<file path="src/rtl/core/wsp_pkg.sv">
// Shared types and constants for the WAV sample to PCM16 converter.
// Used by the controller, the datapath and the top level.
package wsp_pkg;

  localparam int Q_W   = 42;
  localparam int SUM_W = 45;
  localparam int T_W   = 20;
  localparam int CNT_W = 5;

  localparam logic [2:0] FMT_U8  = 3'd0;
  localparam logic [2:0] FMT_S16 = 3'd1;
  localparam logic [2:0] FMT_S24 = 3'd2;
  localparam logic [2:0] FMT_S32 = 3'd3;
  localparam logic [2:0] FMT_F32 = 3'd4;

  localparam logic [1:0] REG_FORMAT   = 2'd0;
  localparam logic [1:0] REG_CHANNELS = 2'd1;

  localparam logic [40:0] Q_ONE = 41'd1 << 40;

  typedef enum logic [2:0] {
    S_IDLE,
    S_DECODE,
    S_ACCUM,
    S_DIVIDE,
    S_OUTPUT
  } state_t;

  typedef struct packed {
    logic capture;
    logic decode;
    logic accum;
    logic div_step;
    logic load_out;
  } cmd_t;

  typedef struct packed {
    logic produce;
    logic direct;
    logic div_last;
    logic out_free;
  } status_t;

  function automatic logic signed [Q_W-1:0] decode_sample(input logic [2:0] fmt,
                                                          input logic [31:0] w);
    logic [7:0] ex;
    logic [7:0] e;
    logic [23:0] man;
    logic [40:0] mag;
    logic signed [Q_W-1:0] r;
    ex  = w[30:23];
    e   = (ex == 8'd0) ? 8'd1 : ex;
    man = {(ex != 8'd0), w[22:0]};
    mag = '0;
    r   = '0;
    unique case (fmt)
      FMT_U8:  r = Q_W'(signed'({~w[7], w[6:0]})) <<< 33;
      FMT_S16: r = Q_W'($signed(w[15:0])) <<< 25;
      FMT_S24: r = Q_W'($signed(w[23:0])) <<< 17;
      FMT_S32: r = Q_W'($signed(w[31:0])) <<< 9;
      FMT_F32: begin
        if (ex == 8'hFF) begin
          r = '0;
        end else begin
          if (e >= 8'd127) begin
            mag = Q_ONE;
          end else if (e >= 8'd110) begin
            mag = 41'(man) << (e - 8'd110);
          end else begin
            mag = 41'(man) >> (8'd110 - e);
          end
          r = w[31] ? -$signed({1'b0, mag}) : $signed({1'b0, mag});
        end
      end
      default: r = '0;
    endcase
    return r;
  endfunction

endpackage

</file>
<file path="src/rtl/core/wav_sample_to_pcm16_converter_top.sv">
// Top level: WAV sample words in, signed 16-bit PCM beats out.
// Instantiates wsp_controller and wsp_datapath; uses wsp_pkg.
// Path: capture, decode, accumulate, then output; the last beat of a downmix
// frame runs the 20-step serial divider before output (mean of the channels).
// Beats that end no result go back to idle after accumulate. One beat is in
// flight at a time; output waits while the output register holds a beat.
// Reset (rst, synchronous): format 16-bit, 2 channels, frame state cleared.
module wav_sample_to_pcm16_converter_top #(
  parameter int MAX_CHANNELS = 8
) (
  input  logic        clk,
  input  logic        rst,
  input  logic        cfg_valid,
  output logic        cfg_ready,
  input  logic [1:0]  cfg_index,
  input  logic [3:0]  cfg_data,
  input  logic        s_tvalid,
  output logic        s_tready,
  input  logic [31:0] s_tdata,  // [31:0] sample_word
  output logic        m_tvalid,
  input  logic        m_tready,
  output logic [15:0] m_tdata,  // [15:0] pcm_sample
  output logic        m_tuser,  // [0] output_channel
  output logic        m_tlast   // frame_done
);

  wsp_pkg::cmd_t    cmd;
  wsp_pkg::status_t status;

  assign cfg_ready = 1'b1;

  wsp_controller u_ctrl (
    .clk      (clk),
    .rst      (rst),
    .s_tvalid (s_tvalid),
    .s_tready (s_tready),
    .status   (status),
    .cmd      (cmd)
  );

  wsp_datapath #(
    .MAX_CHANNELS (MAX_CHANNELS)
  ) u_dp (
    .clk       (clk),
    .rst       (rst),
    .cfg_write (cfg_valid && cfg_ready),
    .cfg_index (cfg_index),
    .cfg_data  (cfg_data),
    .s_tdata   (s_tdata),
    .cmd       (cmd),
    .status    (status),
    .m_tready  (m_tready),
    .m_tvalid  (m_tvalid),
    .m_tdata   (m_tdata),
    .m_tuser   (m_tuser),
    .m_tlast   (m_tlast)
  );

  a_one_at_a_time: assert property (@(posedge clk) disable iff (rst)
    (s_tvalid && s_tready) |=> !s_tready)
    else $error("Input beat accepted while a sample is in flight.");

  a_no_overwrite: assert property (@(posedge clk) disable iff (rst)
    cmd.load_out |-> !m_tvalid)
    else $error("Output register loaded while holding an untaken beat.");

  a_mono_channel: assert property (@(posedge clk) disable iff (rst)
    (cmd.load_out && !status.direct) |=> !m_tuser && m_tlast)
    else $error("Downmix result must be channel zero and end the frame.");

endmodule

</file>
<file path="src/rtl/core/wsp_controller.sv">
// Sequencing state machine for the WAV sample to PCM16 converter.
// Depends on wsp_pkg for the state, command and status types.
module wsp_controller (
  input  logic             clk,
  input  logic             rst,
  input  logic             s_tvalid,
  output logic             s_tready,
  input  wsp_pkg::status_t status,
  output wsp_pkg::cmd_t    cmd
);

  wsp_pkg::state_t state, state_next;

  always_ff @(posedge clk) begin
    if (rst) begin
      state <= wsp_pkg::S_IDLE;
    end else begin
      state <= state_next;
    end
  end

  always_comb begin
    state_next = state;
    unique case (state)
      wsp_pkg::S_IDLE: begin
        if (s_tvalid) state_next = wsp_pkg::S_DECODE;
      end
      wsp_pkg::S_DECODE: state_next = wsp_pkg::S_ACCUM;
      wsp_pkg::S_ACCUM: begin
        if (!status.produce) state_next = wsp_pkg::S_IDLE;
        else if (status.direct) state_next = wsp_pkg::S_OUTPUT;
        else state_next = wsp_pkg::S_DIVIDE;
      end
      wsp_pkg::S_DIVIDE: begin
        if (status.div_last) state_next = wsp_pkg::S_OUTPUT;
      end
      wsp_pkg::S_OUTPUT: begin
        if (status.out_free) state_next = wsp_pkg::S_IDLE;
      end
      default: state_next = wsp_pkg::S_IDLE;
    endcase
  end

  always_comb begin
    cmd      = '0;
    s_tready = 1'b0;
    unique case (state)
      wsp_pkg::S_IDLE: begin
        s_tready    = 1'b1;
        cmd.capture = s_tvalid;
      end
      wsp_pkg::S_DECODE: cmd.decode = 1'b1;
      wsp_pkg::S_ACCUM:  cmd.accum = 1'b1;
      wsp_pkg::S_DIVIDE: cmd.div_step = 1'b1;
      wsp_pkg::S_OUTPUT: cmd.load_out = status.out_free;
      default: cmd = '0;
    endcase
  end

endmodule

</file>
<file path="src/rtl/core/wsp_datapath.sv">
// Datapath: configuration registers, sample decode, frame accumulator,
// serial divider for the downmix mean and the output register. Uses wsp_pkg.
module wsp_datapath #(
  parameter int MAX_CHANNELS = 8
) (
  input  logic             clk,
  input  logic             rst,
  input  logic             cfg_write,
  input  logic [1:0]       cfg_index,
  input  logic [3:0]       cfg_data,
  input  logic [31:0]      s_tdata,
  input  wsp_pkg::cmd_t    cmd,
  output wsp_pkg::status_t status,
  input  logic             m_tready,
  output logic             m_tvalid,
  output logic [15:0]      m_tdata,
  output logic             m_tuser,
  output logic             m_tlast
);

  logic [2:0]                          sample_format;
  logic [3:0]                          channel_count;
  logic [3:0]                          position;
  logic signed [wsp_pkg::SUM_W-1:0]    frame_sum;
  logic [31:0]                         word;
  logic signed [wsp_pkg::Q_W-1:0]      q;
  logic [wsp_pkg::T_W-1:0]             t;
  logic [3:0]                          rem;
  logic [wsp_pkg::CNT_W-1:0]           cnt;
  logic                                neg;
  logic                                och;
  logic                                fdone;

  logic [3:0]                          n_eff;
  logic [3:0]                          pos_eff;
  logic [3:0]                          n_used;
  logic                                last;
  logic                                direct;
  logic signed [wsp_pkg::SUM_W-1:0]    acc;
  logic [wsp_pkg::SUM_W-1:0]           mag;
  logic [wsp_pkg::SUM_W-1:0]           rounded;
  logic [4:0]                          remx;
  logic [16:0]                         neg_mag;
  logic [15:0]                         pcm;

  always_comb begin
    if (channel_count == 4'd0) begin
      n_eff = 4'd1;
    end else if (32'(channel_count) > MAX_CHANNELS) begin
      n_eff = 4'(MAX_CHANNELS);
    end else begin
      n_eff = channel_count;
    end
    pos_eff = (position >= n_eff) ? 4'd0 : position;
    last    = (pos_eff == n_eff - 4'd1);
    direct  = (n_eff <= 4'd2);
    n_used  = direct ? 4'd1 : n_eff;
    acc     = direct ? wsp_pkg::SUM_W'(q) : frame_sum + wsp_pkg::SUM_W'(q);
    mag     = acc[wsp_pkg::SUM_W-1] ? wsp_pkg::SUM_W'(-acc) : wsp_pkg::SUM_W'(acc);
    rounded = mag + wsp_pkg::SUM_W'({n_used, 24'd0});
    remx    = {rem, t[wsp_pkg::T_W-1]};
    neg_mag = (t > wsp_pkg::T_W'(32768)) ? 17'd32768 : t[16:0];
    if (neg) begin
      pcm = 16'(17'd0 - neg_mag);
    end else begin
      pcm = (t > wsp_pkg::T_W'(32767)) ? 16'h7FFF : t[15:0];
    end
  end

  assign status.produce  = direct || last;
  assign status.direct   = direct;
  assign status.div_last = (cnt == wsp_pkg::CNT_W'(wsp_pkg::T_W - 1));
  assign status.out_free = !m_tvalid;

  always_ff @(posedge clk) begin
    if (rst) begin
      sample_format <= wsp_pkg::FMT_S16;
      channel_count <= 4'd2;
      position      <= 4'd0;
      frame_sum     <= '0;
    end else if (cfg_write) begin
      if (cfg_index == wsp_pkg::REG_FORMAT) begin
        sample_format <= cfg_data[2:0];
        position      <= 4'd0;
        frame_sum     <= '0;
      end else if (cfg_index == wsp_pkg::REG_CHANNELS) begin
        channel_count <= cfg_data;
        position      <= 4'd0;
        frame_sum     <= '0;
      end
    end else if (cmd.accum) begin
      if (!direct && !last) begin
        frame_sum <= acc;
        position  <= pos_eff + 4'd1;
      end else begin
        frame_sum <= '0;
        position  <= last ? 4'd0 : pos_eff + 4'd1;
      end
    end
  end

  always_ff @(posedge clk) begin
    if (cmd.capture) word <= s_tdata;
    if (cmd.decode) q <= wsp_pkg::decode_sample(sample_format, word);
    if (cmd.accum) begin
      neg   <= acc[wsp_pkg::SUM_W-1];
      t     <= rounded[wsp_pkg::SUM_W-1-:wsp_pkg::T_W];
      rem   <= 4'd0;
      cnt   <= '0;
      och   <= direct ? pos_eff[0] : 1'b0;
      fdone <= last;
    end else if (cmd.div_step) begin
      cnt <= cnt + 1'b1;
      if (remx >= {1'b0, n_eff}) begin
        rem <= 4'(remx - {1'b0, n_eff});
        t   <= {t[wsp_pkg::T_W-2:0], 1'b1};
      end else begin
        rem <= remx[3:0];
        t   <= {t[wsp_pkg::T_W-2:0], 1'b0};
      end
    end
    if (cmd.load_out) begin
      m_tdata <= pcm;
      m_tuser <= och;
      m_tlast <= fdone;
    end
  end

  always_ff @(posedge clk) begin
    if (rst) begin
      m_tvalid <= 1'b0;
    end else if (cmd.load_out) begin
      m_tvalid <= 1'b1;
    end else if (m_tready) begin
      m_tvalid <= 1'b0;
    end
  end

endmodule
</file>
<file path="config.mk">
export PLATFORM = sky130hd
export DESIGN_NAME = wav_sample_to_pcm16_converter_top
export DESIGN_NICKNAME = d
export VERILOG_FILES = /design/src/rtl/core/wsp_pkg.sv /design/src/rtl/core/wav_sample_to_pcm16_converter_top.sv /design/src/rtl/core/wsp_controller.sv /design/src/rtl/core/wsp_datapath.sv
export SDC_FILE = /design/constraint.sdc
export NUM_CORES = 1
export LEC_CHECK = 0
export BUFFER_PORTS_ARGS = -buffer_cell sky130_fd_sc_hd__buf_4
export CAP_MARGIN = 25
export CORE_MARGIN = 2
export CORE_UTILIZATION = 60
export DETAILED_ROUTE_END_ITERATION = 6
export GPL_ROUTABILITY_DRIVEN = 0
export MAX_ROUTING_LAYER = met4
export PLACE_DENSITY = 0.78
export SYNTH_ARGS = -nofsm -noshare
export SYNTH_HDL_FRONTEND = slang
export SYNTH_SLANG_ARGS = --single-unit
</file>
<file path="constraint.sdc">
create_clock -name clk -period 7.5 [get_ports clk]
set_input_delay 1.125 -clock clk [delete_from_list [all_inputs] [get_ports clk]]
set_output_delay 1.125 -clock clk [all_outputs]
set_load 0.01 [all_outputs]
</file>
**After elaboration in Yosys (flattened, before gate mapping)**

Index checks and enable logic that the tools add are counted.

- Output and inout port bits: 21
- Register bits after elaboration: 184
- Word-level logic and storage cells: 121
- Bits of input ports: 43

- Bitwise logic cells: 2
- Shift operators: 2
- Reduce and logical (&&, ||, !) cells: 18
- Multiplexer cells: 47
- Order comparisons: 8
- Equality and inequality tests: 16
- $add $sub $neg: 11

Operators with widths:

| operator | count |
|---|---|
| 45-bit two-way mux | 7 |
| 42-bit one-hot mux with 5 select lines | 1 |
| 41-bit two-way mux | 5 |
| 42-bit two-way mux | 2 |
| 16-bit two-way mux | 3 |
| 45-bit by 28-bit adder with 45-bit output | 1 |
| 45-bit by 42-bit adder with 45-bit output | 1 |
| 45-bit negation | 1 |
| 4-bit two-way mux | 11 |
| 41-bit negation with 42-bit output | 1 |
| 24-bit by 8-bit left shift with 41-bit output | 1 |
| 24-bit by 8-bit right shift with 41-bit output | 1 |
| 20-bit two-way mux | 2 |
| 20-bit by 15-bit > comparator with 1-bit output (second input constant) | 1 |
| 20-bit by 16-bit > comparator with 1-bit output (second input constant) | 1 |
| 8-bit by 7-bit greater-or-equal comparator with 1-bit output (second input constant) | 2 |
| 1-bit by 16-bit subtractor with 16-bit output (first input constant) | 1 |
| 3-bit two-way mux | 5 |
| 3-bit one-hot mux with 5 select lines | 1 |
| 3-bit by 2-bit equality test with 1-bit output (second input constant) | 4 |
| 1-bit two-way mux | 9 |
| 8-bit equality test (second input constant) | 1 |
| 8-bit logical NOT | 1 |
| 8-bit two-way mux | 1 |
| other kinds (28) | 40 |

**Logic depth before layout (Yosys ltp)**

Gate-level depths: netlist of the first run.

- Word-level depth: 13
- Mapped depth: 25

**Hierarchy**

Synthesis of the first run repeated with hierarchy kept, for this count alone.

- Cell total of the unflattened synthesis: 2,119
- Area total of the unflattened synthesis: 17,240.3 um2

Modules (own cells, without submodules):

| module | sequential area each (um2) | instances | area an instance (um2) | cells each |
|---|---|---|---|---|
| wsp_datapath | 4,774.6 | 1 | 17,006.3 | 2,090 |
| wsp_controller | 60.1 | 1 | 222.7 | 27 |
| wav_sample_to_pcm16_converter_top | 0.0 | 1 | 11.3 | 2 |

**Least setup slack after synthesis of the first run**

No wires, ideal clock.

- Kind: reg2reg
- Start point: register u_dp.word[24]
- End point: register u_dp.q[39] in the netlist's numbering, data pin
- Clock period less this slack: 5,402 ps
- Data required time: 7,229 ps
- Cell stages (with the launch flop): 25
- Data arrival time: 5,130 ps
- Setup time: 271 ps
- Setup slack: 2,098 ps
- Cell sequence: edfxtp_1 clkbuf_1 buf_2 buf_2 buf_1 clkbuf_1 clkbuf_1 ha_1 a21oi_1 o21ai_0 nand2_1 clkbuf_1 buf_1 clkbuf_1 nand3_1 o21ai_0 a32o_1 a22o_1 a221oi_1 o21ai_0 nor3b_2 nand4_1 o21ai_0 xnor2_1 o22ai_1

- Cells in the longest elaborated chain, start to end: 13

Ends and longest elaborated chain:

| item | RTL line | RTL |
|---|---|---|
| start, declared | wsp_datapath.sv:25 | `logic [31:0] word;` |
| start signal, assigned | wsp_datapath.sv:103 | `if (cmd.capture) word <= s_tdata;` |
| 8-bit logical NOT | wsp_pkg.sv:52 | `e = (ex == 8'd0) ? 8'd1 : ex;` |
| 8-bit two-way mux | wsp_pkg.sv:52 |  |
| 7-bit by 8-bit subtractor with 8-bit output / 8-bit by 7-bit subtractor with 8-bit output (equally long branches) | wsp_pkg.sv:70, wsp_pkg.sv:68 |  |
| 24-bit by 8-bit right shift with 41-bit output / 24-bit by 8-bit left shift with 41-bit output (equally long branches) | wsp_pkg.sv:70, wsp_pkg.sv:68 |  |
| 41-bit two-way mux | wsp_pkg.sv:67 | `end else if (e >= 8'd110) begin` |
| 41-bit two-way mux | wsp_pkg.sv:65 | `if (e >= 8'd127) begin` |
| 41-bit two-way mux | wsp_pkg.sv:62 | `if (ex == 8'hFF) begin` |
| 41-bit two-way mux | wsp_pkg.sv:56 | `unique case (fmt)` |
| 41-bit two-way mux | wsp_datapath.sv:104 | `if (cmd.decode) q <= wsp_pkg::decode_sample(sample_format, word);` |
| 41-bit negation with 42-bit output | wsp_pkg.sv:72 | `r = w[31] ? -$signed({1'b0, mag}) : $signed({1'b0, mag});` |
| 42-bit two-way mux | wsp_pkg.sv:72 |  |
| 42-bit two-way mux * | wsp_pkg.sv:62 |  |
| 42-bit one-hot mux with 5 select lines * | wsp_pkg.sv:56 |  |
| end signal, assigned | wsp_datapath.sv:104 |  |
| end, declared | wsp_datapath.sv:26 | `logic signed [wsp_pkg::Q_W-1:0] q;` |

Every way passes the cells marked *; elsewhere a longest branch is shown, timed or not. The select of a mux whose other input is x is not followed.
A chain may end at the register's enable or synchronous reset.

**Worst setup path after layout of the first run**

- Start point: register u_dp.q[0] in the netlist's numbering
- End point: register u_dp.t[13] in the netlist's numbering, data pin

- Cells in the longest elaborated chain, start to end: 6

Ends and longest elaborated chain:

| item | RTL line | RTL |
|---|---|---|
| 45-bit by 42-bit adder with 45-bit output | wsp_datapath.sv:58 | `acc = direct ? wsp_pkg::SUM_W'(q) : frame_sum + wsp_pkg::SUM_W'(q);` |
| 45-bit two-way mux * | wsp_datapath.sv:58 |  |
| 45-bit negation | wsp_datapath.sv:59 | `mag = acc[wsp_pkg::SUM_W-1] ? wsp_pkg::SUM_W'(-acc) : wsp_pkg::SUM_W'(acc);` |
| 45-bit two-way mux * | wsp_datapath.sv:59 |  |
| 45-bit by 28-bit adder with 45-bit output * | wsp_datapath.sv:60 | `rounded = mag + wsp_pkg::SUM_W'({n_used, 24'd0});` |
| 20-bit two-way mux * | wsp_datapath.sv:105 | `if (cmd.accum) begin` |
| end signal, assigned | wsp_datapath.sv:107 | `t <= rounded[wsp_pkg::SUM_W-1-:wsp_pkg::T_W];` |
| end signal, assigned | wsp_datapath.sv:116 | `t <= {t[wsp_pkg::T_W-2:0], 1'b1};` |
| end signal, assigned | wsp_datapath.sv:119 | `t <= {t[wsp_pkg::T_W-2:0], 1'b0};` |
| end, declared | wsp_datapath.sv:27 | `logic [wsp_pkg::T_W-1:0] t;` |

Every way passes the cells marked *; elsewhere a longest branch is shown, timed or not.

==> metrics.md, run 1 <==
| Metric | Value |
|---|---|
| Commonest non-fill, non-tap cells in the layout | `nor2_1, nand2_1, o21ai_0, a21oi_1, edfxtp_1` |
| Clock-pin slew on the worst setup and hold paths | `70 ps` |
| Ports | `64` |
| Vias in the first global route | `16687` |
| Width of the die | `175 microns` |
| Final #Nets | `2251` |
| Fin cells | `2539` |
| VDD IR-drop max | `0.000238 V` |
| FF-to-FF path depth | `22` |
| Critical Path Sink Type | `flop` |
| DRC errors left | `33` |
| Hold-fix buffers, CTS | `0` |
| Slew Viols, Final | `0` |
| FF-to-FF End | `u_dp.t[13]$_DFFE_PP_` |
| Reg2reg start | `u_dp.q[0]$_DFFE_PP_` |
| Worst-path maximum fanout | `19` |
| Post-Syn Nets | `2301` |
| DP HPWL | `40100 microns` |
| Mean Syn Cell Area | `8.00 sq um` |
| Failing checks | `DRC` |
| 1st-iter DRT viols | `2500` |
| R2r setup slk | `1090 ps` |
| Hold Startpoint | `u_dp.och$_SDFFCE_PN0P_` |
| Compound-cell area share of the yosys netlist | `0.276` |
| CTS tree | `yes` |
| Final Cycle Share | `0.855` |
| Slew HR | `0.296` |
| Final wirelength | `55900 microns` |
| Buffer count from post-CTS setup fixing | `0` |
| Leakage | `6.99 nW` |
| Pin count of the biggest net entering global routing | `60` |
| Worst min path class | `flop to flop` |
| Post-synth EDFFs | `115` |
| Post_cts resized | `0` |
| Clock Latency Late Sink | `470 ps` |
| Async SR Flop Fraction | `0` |
| Global-route met2 utilization | `0.534` |
| Final hold vios | `0` |
| XOR/XNOR Fraction of Synth Area | `0.0539` |
| Post-synth top area cell | `edfxtp_1` |
| Die Y | `175 microns` |
| Die area | `0.0306 sq mm` |
| DRT Pass-1 Iters | `7` |
| Most common cell after layout, fill and taps aside | `nor2_1` |
| Port bufs | `62` |
| Clock tree root buffer cell | `clkbuf_16` |
| Fraction of layout cells with a size suffix above 1 | `0.104` |
| FMAX | `156 MHz` |
| Num Clock Sinks | `184` |
| Min Hold Slack | `431 ps` |
| GRT met1 Usage | `0.473` |
| Setup Skew | `20.8 ps` |
| Mux cell area share after synthesis | `0.0754` |
| Number of routed nets with antenna violations | `0` |
| CP Data Required Time | `7750 ps` |
| Crit start category | `flop` |
| Most used DFF post-synth | `edfxtp_1` |
| Main combinational cell family by area after synthesis | `compound AO/OA/AOI/OAI gates` |
| Synthesized-area fraction occupied by adder cells | `0.0483` |
| Worst Path Arrival | `6670 ps` |
| Rows | `62` |
| Setup CP Type | `flop to flop` |
| Synth Register Bits | `184` |
| Area growth syn-to-layout | `6.40%` |
| Yosys warnings | `0` |
| Initial antenna violation count | `0` |
| Synth top area cells | `edfxtp_1, dfxtp_1, nor2_1` |
| Global Route Usage Sum | `0.371` |
| Vias | `18186` |
| RSZ-0062 raised after global routing | `false` |
| Post-Synthesis Cells | `2192` |
| Worst hold path cell count | `0` |
| Initial Util | `0.610` |
| Max-capacitance violation count | `0` |
| Dpl cells | `2507` |
| Finish-stage setup viols | `0` |
| First-pass GRT wire length | `88400 microns` |
| Global routing usage on met3 | `0.0988` |
| Synthesized area | `0.0175 sq mm` |
| Tmin final | `6410 ps` |
| # diodes | `0` |
| Fin Setup TNS | `0 ps` |
| Area of the core | `0.0288 sq mm` |
| Status | `finished with violations` |
| Unique masters post-synth | `101` |
| Slew @ Worst Pin | `1050 ps` |
| Sequential area share after synthesis | `0.276` |
| Core Util, Final | `0.649` |
| Remaining Overflow, GRT | `0` |
| CTS Buf Count | `17` |
| Simple-gate share of the synthesized area | `0.222` |
| Hold path endpoint | `u_dp.m_tuser$_DFFE_PP_` |
| Busiest grt layer | `met2` |
| DR WL/cell | `22.0 microns` |
| Max clock buf depth | `2` |
| Via density | `7.16` |
| Share of the synthesized area in the top cell type | `0.197` |
| Pwr Density | `323 mW/mm^2` |
| H-tree depth | `4` |
## cell type report
class	instances	area, sq um
clock buffer	18	439
clock inverter	14	115
fill	2420	10100
inverter	47	176
multi-input combinational	1800	11900
sequential	184	4830
tap	384	480
timing repair buffer	92	698
## kinds of logic after synthesis
logic type,Yosys count
other,1
flip-flops,184
AND/OR/NAND/NOR,818
XOR/XNOR,108
AO/OA/AOI/OAI,717
buffers and inverters,208
adder cells (fa/ha/maj),66
multiplexers,90
## power breakdown
part	internal (W)	total, W	switching, W	leakage (nW)
combinational	0.00129	0.00345	0.00216	5.08
sequential	0.00135	0.00168	0.000331	1.63
clock	0.000443	0.000897	0.000455	0.276
total	0.00308	0.00603	0.00294	6.99
## worst max-delay path, stage by stage, from the launching register on
cell	delay, ps
edfxtp_1	360
ha_1	180
inv_1	60
fa_1	390
nand2b_1	230
a21oi_1	370
o21ai_0	230
a21boi_1	460
o2111ai_1	330
a31oi_1	320
mux2_2	360
o21bai_2	200
inv_2	290
o31a_1	260
xor2_1	160
a21oi_1	70
fa_1	440
a21o_1	180
a21oi_1	450
a221oi_2	170
a21o_1	230
and4_1	180
o31ai_1	290
## through the flow
stage,area (sq um),total power (W),setup WS [ps]
2_1_floorplan,17500,0.00413,2100
6_report,18700,0.00603,1090
3_5_place_dp,18100,0.00499,1260
4_1_cts,18700,0.00589,1210
3_3_place_gp,18100,0.00491,1450
5_1_grt,18700,0.00635,778
## metal layers
layer	wire, microns	part of all wire
met1	21600	0.39
met4	3560	0.064
met2	23700	0.42
met5	0	0
met3	7060	0.13
## Yosys cell counts (25+ instances only)
master	number
nor2_1	233
nand2_1	231
o21ai_0	145
a21oi_1	131
edfxtp_1	115
clkbuf_1	114
nand3_1	95
xnor2_1	79
dfxtp_1	69
ha_1	63
nor3_1	51
a22oi_1	48
a31oi_1	44
inv_1	41
mux2i_1	41
o22ai_1	40
a21o_1	38
o211ai_1	37
mux4_2	32
o31ai_1	30
xor2_1	29
a211oi_1	28
nand4_1	28
nand2b_1	27
and2_1	25
buf_2	25
## worst max path at each step
stage | end | slack (ps) | from
finish | u_dp.t[13]$_DFFE_PP_ | 1090 | u_dp.q[0]$_DFFE_PP_
global route | u_dp.q[38]$_DFFE_PP_ | 780 | u_dp.word[25]$_DFFE_PP_
CTS | u_dp.t[13]$_DFFE_PP_ | 1210 | u_dp.q[0]$_DFFE_PP_
detailed placement | u_dp.t[11]$_DFFE_PP_ | 1260 | u_dp.q[0]$_DFFE_PP_
global placement | u_dp.q[38]$_DFFE_PP_ | 1450 | u_dp.word[24]$_DFFE_PP_
floorplan | u_dp.q[39]$_DFFE_PP_ | 2100 | u_dp.word[24]$_DFFE_PP_
## state kept, by name (all words and copies together) (netlist names)
register	cells
u_dp.frame_sum	45
u_dp.q	42
u_dp.word	32
u_dp.t	20
u_dp.m_tdata	16
u_dp.cnt	5
u_dp.channel_count	4
u_dp.position	4
u_dp.rem	4
u_ctrl.state	3
u_dp.sample_format	3
u_dp.fdone	1
u_dp.m_tlast	1
u_dp.m_tuser	1
u_dp.m_tvalid	1
u_dp.neg	1
u_dp.och	1
Power figures use the tool's default switching activity.
==> inputs of run 2 (changes only) <==
--- a/config.mk
+++ b/config.mk
@@ -5,6 +5,7 @@
 export SDC_FILE = /design/constraint.sdc
 export NUM_CORES = 1
 export LEC_CHECK = 0
+export ABC_AREA = 1
 export BUFFER_PORTS_ARGS = -buffer_cell sky130_fd_sc_hd__buf_4
 export CAP_MARGIN = 25
 export CORE_MARGIN = 2
@@ -12,7 +13,7 @@
 export DETAILED_ROUTE_END_ITERATION = 6
 export GPL_ROUTABILITY_DRIVEN = 0
 export MAX_ROUTING_LAYER = met4
-export PLACE_DENSITY = 0.78
+export PLACE_DENSITY = 0.77
 export SYNTH_ARGS = -nofsm -noshare
 export SYNTH_HDL_FRONTEND = slang
 export SYNTH_SLANG_ARGS = --single-unit
==> metrics.md, run 2 <==
| Metric | Value |
|---|---|
| DR WL/cell | `18.2 microns (-18%)` |
| Synth top area cells | `nand2_1, edfxtp_1, nand3_1` |
| H-tree depth | `4 (unchanged)` |
| Port bufs | `62 (unchanged)` |
| Finish-stage setup viols | `0 (unchanged)` |
| Largest regs | `u_dp.frame_sum (45), u_dp.q (42), u_dp.word (32)` |
| Synth Register Bits | `184 (unchanged)` |
| Hold-fix buffers, CTS | `0 (unchanged)` |
| CP peak stage delay | `710 ps (+250 ps)` |
| Overall Power | `0.00630 W (+4.6%)` |
| Fraction of layout cells with a size suffix above 1 | `0.104 (about the same)` |
| Area growth syn-to-layout | `5.94%` |
| Global Route Usage Sum | `0.398 (+0.0267)` |
| Worst Path Arrival | `5870 ps (-800 ps)` |
| 1st-iter DRT viols | `2763 (+11%)` |
| Commonest non-fill, non-tap cells in the layout | `nand2_1, nand3_1, inv_1, nor2_1, a21oi_1` |
| Pin count of the biggest net entering global routing | `53 (-12%)` |
| Initial Util | `0.609 (-0.00102)` |
| Critical Path Sink Type | `flop` |
| # diodes | `0 (unchanged)` |
| Worst min path class | `flop to flop` |
| FF-to-FF End | `u_dp.t[17]$_DFFE_PP_` |
| Vias | `21700 (+19%)` |
| Clock-pin slew on the worst setup and hold paths | `80 ps (about the same)` |
| Min Hold Slack | `415 ps (-15.9 ps)` |
| Failing checks | `DRC` |
| Leakage | `9.78 nW (+40%)` |
| VDD IR-drop max | `0.000338 V (+42%)` |
| Remaining Overflow, GRT | `0 (unchanged)` |
| Post-Synthesis Cells | `3160 (+44%)` |
| Max-capacitance violation count | `0 (unchanged)` |
| Most frequent cell after synthesis | `nand2_1` |
| FF-to-FF path depth | `31 (+41%)` |
| Slowest CP cell | `a21oi_4` |
| Mean Syn Cell Area | `6.06 sq um (-24%)` |
| Slew HR | `0.297 (+0.00120)` |
| Final Cycle Share | `0.752 (-0.103)` |
| Async SR Flop Fraction | `0 (unchanged)` |
| Rows | `65 (+4.8%)` |
| Crit start category | `flop` |
| Clock tree root buffer cell | `clkbuf_16` |
| Share of the synthesized area in the top cell type | `0.206 (+0.00952)` |
| Reg2reg start | `u_dp.q[0]$_DFFE_PP_` |
| Post-synth top area cell | `nand2_1` |
| Ports | `64 (unchanged)` |
| Width of the die | `183 microns (+4.4%)` |
| Die area | `0.0334 sq mm (+9.0%)` |
| Buffer count from post-CTS setup fixing | `0 (unchanged)` |
| DRT Pass-1 Iters | `7 (unchanged)` |
| RSZ-0062 raised after global routing | `false` |
| Largest register by flop count | `u_dp.frame_sum` |
| First-pass GRT wire length | `102000 microns (+15%)` |
| Setup Skew | `14.3 ps (-6.51 ps)` |
| Top routing layer used | `met4` |
| Commonest cells post-synth | `nand2_1, nand3_1, inv_1, nor2_1, a21oi_1` |
| Final #Nets | `3262 (+45%)` |
| Area of the core | `0.0315 sq mm (+9.4%)` |
| Post_cts resized | `0 (unchanged)` |
| DP HPWL | `50300 microns (+26%)` |
| CP Data Required Time | `7730 ps (-20 ps)` |
| Most used DFF post-synth | `edfxtp_1` |
| Setup CP Type | `flop to flop` |
| Tmin final | `5640 ps (-774 ps)` |
| CTS Buf Count | `17 (unchanged)` |
| Number of routed nets with antenna violations | `0 (unchanged)` |
| Pwr Density | `311 mW/mm^2 (-3.8%)` |
| Most Frequent Cell on Critical Path | `nand2_1` |
| Worst-path maximum fanout | `38 (+19)` |
| Num Clock Sinks | `184 (unchanged)` |
| FMAX | `177 MHz (+14%)` |
| M1 WL | `24800 microns (+15%)` |
| Yosys warnings | `0 (unchanged)` |
| Hold Startpoint | `u_dp.fdone$_DFFE_PP_` |
| CTS tree | `yes` |
| Sequential area share after synthesis | `0.252 (-0.0232)` |
| Max clock buf depth | `2 (unchanged)` |
| Met2 wire len | `29000 microns (+23%)` |
| Via density | `6.08 (-15%)` |
| Final hold vios | `0 (unchanged)` |
| DRC errors left | `4 (-88%)` |
| Most common cell after layout, fill and taps aside | `nand2_1` |
| Slew Viols, Final | `0 (unchanged)` |
| Initial antenna violation count | `0 (unchanged)` |
| Die Y | `183 microns (+4.4%)` |
| Unique masters post-synth | `68 (-33%)` |
| Vias in the first global route | `19730 (+18%)` |
| R2r setup slk | `1860 ps (+770 ps)` |
| Worst hold path cell count | `0 (unchanged)` |
| Slew @ Worst Pin | `1050 ps (+6.92 ps)` |
| Clock Latency Late Sink | `470 ps (about the same)` |
| Max reg flops | `45 (unchanged)` |
| Hold path endpoint | `u_dp.m_tlast$_DFFE_PP_` |
| Synthesized area | `0.0192 sq mm (+9.2%)` |
| Fin Setup TNS | `0 ps (unchanged)` |
| Status | `finished with violations` |
| Met3 wire length | `7110 microns (+0.65%)` |
| Fill cells | `2974 (+23%)` |
| Final wirelength | `64800 microns (+16%)` |
| Post-synth EDFFs | `115 (unchanged)` |
| Post-Syn Nets | `3269 (+42%)` |
[run 2: cell count changes in the layout (fill, tap and decap cells not counted), sizes merged, moves of 32 or more]
cell | before | now
inv | 50 | 389
mux4 | 32 | 0
nand4 | 28 | 73
nand2 | 231 | 1125
mux2i | 41 | 0
a31oi | 44 | 12
nor2 | 233 | 286
a21oi | 132 | 170
a21o | 38 | 1
nand3 | 96 | 371
xnor2 | 79 | 7
a22oi | 48 | 0
[run 2: cell families (layout without fill, tap and decap cells)]
family	Yosys count	count (layout)	share of synthesized area
AND/OR/NAND/NOR	1951	1951	0.455
buffers and inverters	495	501	0.107
AO/OA/AOI/OAI	434	434	0.128
flip-flops	184	184	0.252
adder cells (fa/ha/maj)	66	66	0.0443
XOR/XNOR	29	29	0.0140
other	1	1	0.000196
[run 2: how the worst max path moves through the flow]
stage	start	to	slack (ps)	depth (start not counted)
3_5_place_dp	u_dp.q[0]$_DFFE_PP_	u_dp.t[17]$_DFFE_PP_	2010	31
2_1_floorplan	u_dp.q[0]$_DFFE_PP_	u_dp.t[15]$_DFFE_PP_	3240	33
3_3_place_gp	u_dp.channel_count[1]$_SDFFE_PP1P_	u_dp.t[17]$_DFFE_PP_	2200	26
4_1_cts	u_dp.q[0]$_DFFE_PP_	u_dp.t[17]$_DFFE_PP_	2010	31
6_report	u_dp.q[0]$_DFFE_PP_	u_dp.t[17]$_DFFE_PP_	1860	31
5_1_grt	u_dp.q[0]$_DFFE_PP_	u_dp.t[15]$_DFFE_PP_	1480	31
[run 2: routing by layer]
layer / GRT usage / vias up
li1: - / 10346
met1: 0.485 / 9691
met2: 0.630 / 1375
met3: 0.0724 / 288
met4: 0.208 / 0
met5: - / -
[run 2: cell type report]
type	instances	area [sq um]	share of cell area
Clock inverter	13	130	0.00641
Sequential cell	184	4830	0.238
Inverter	387	1460	0.0717
Clock buffer	19	443	0.0218
Tap cell	402	503	0.0248
Multi-Input combinational cell	2481	12300	0.606
Timing Repair Buffer	82	632	0.0311
[run 2: through the flow]
step           setup WS [ps]   util  instance area, sq um  cells
2_1_floorplan           3240      -                 19200   3160
4_1_cts                 2010  0.644                 20300   3567
6_report                1860  0.645                 20300   3568
5_1_grt                 1480  0.645                 20300   3568
3_5_place_dp            2010  0.626                 19700   3535
3_3_place_gp            2200  0.625                 19700   3533
[run 2: report_power, final]
part / internal [W] / switching [W]
logic: 0.00107 / 0.00275
clock network: 0.000451 / 0.000469
registers: 0.00135 / 0.000204
total: 0.00288 / 0.00343
[run 2: worst max-delay path: cells and delay by family, from the launching register on]
family,cells,cell delay [ps]
AO/OA/AOI/OAI,2,990
AND/OR/NAND/NOR,22,2440
flip-flops,1,350
XOR/XNOR,1,240
buffers and inverters,3,300
adder cells (fa/ha/maj),3,1050
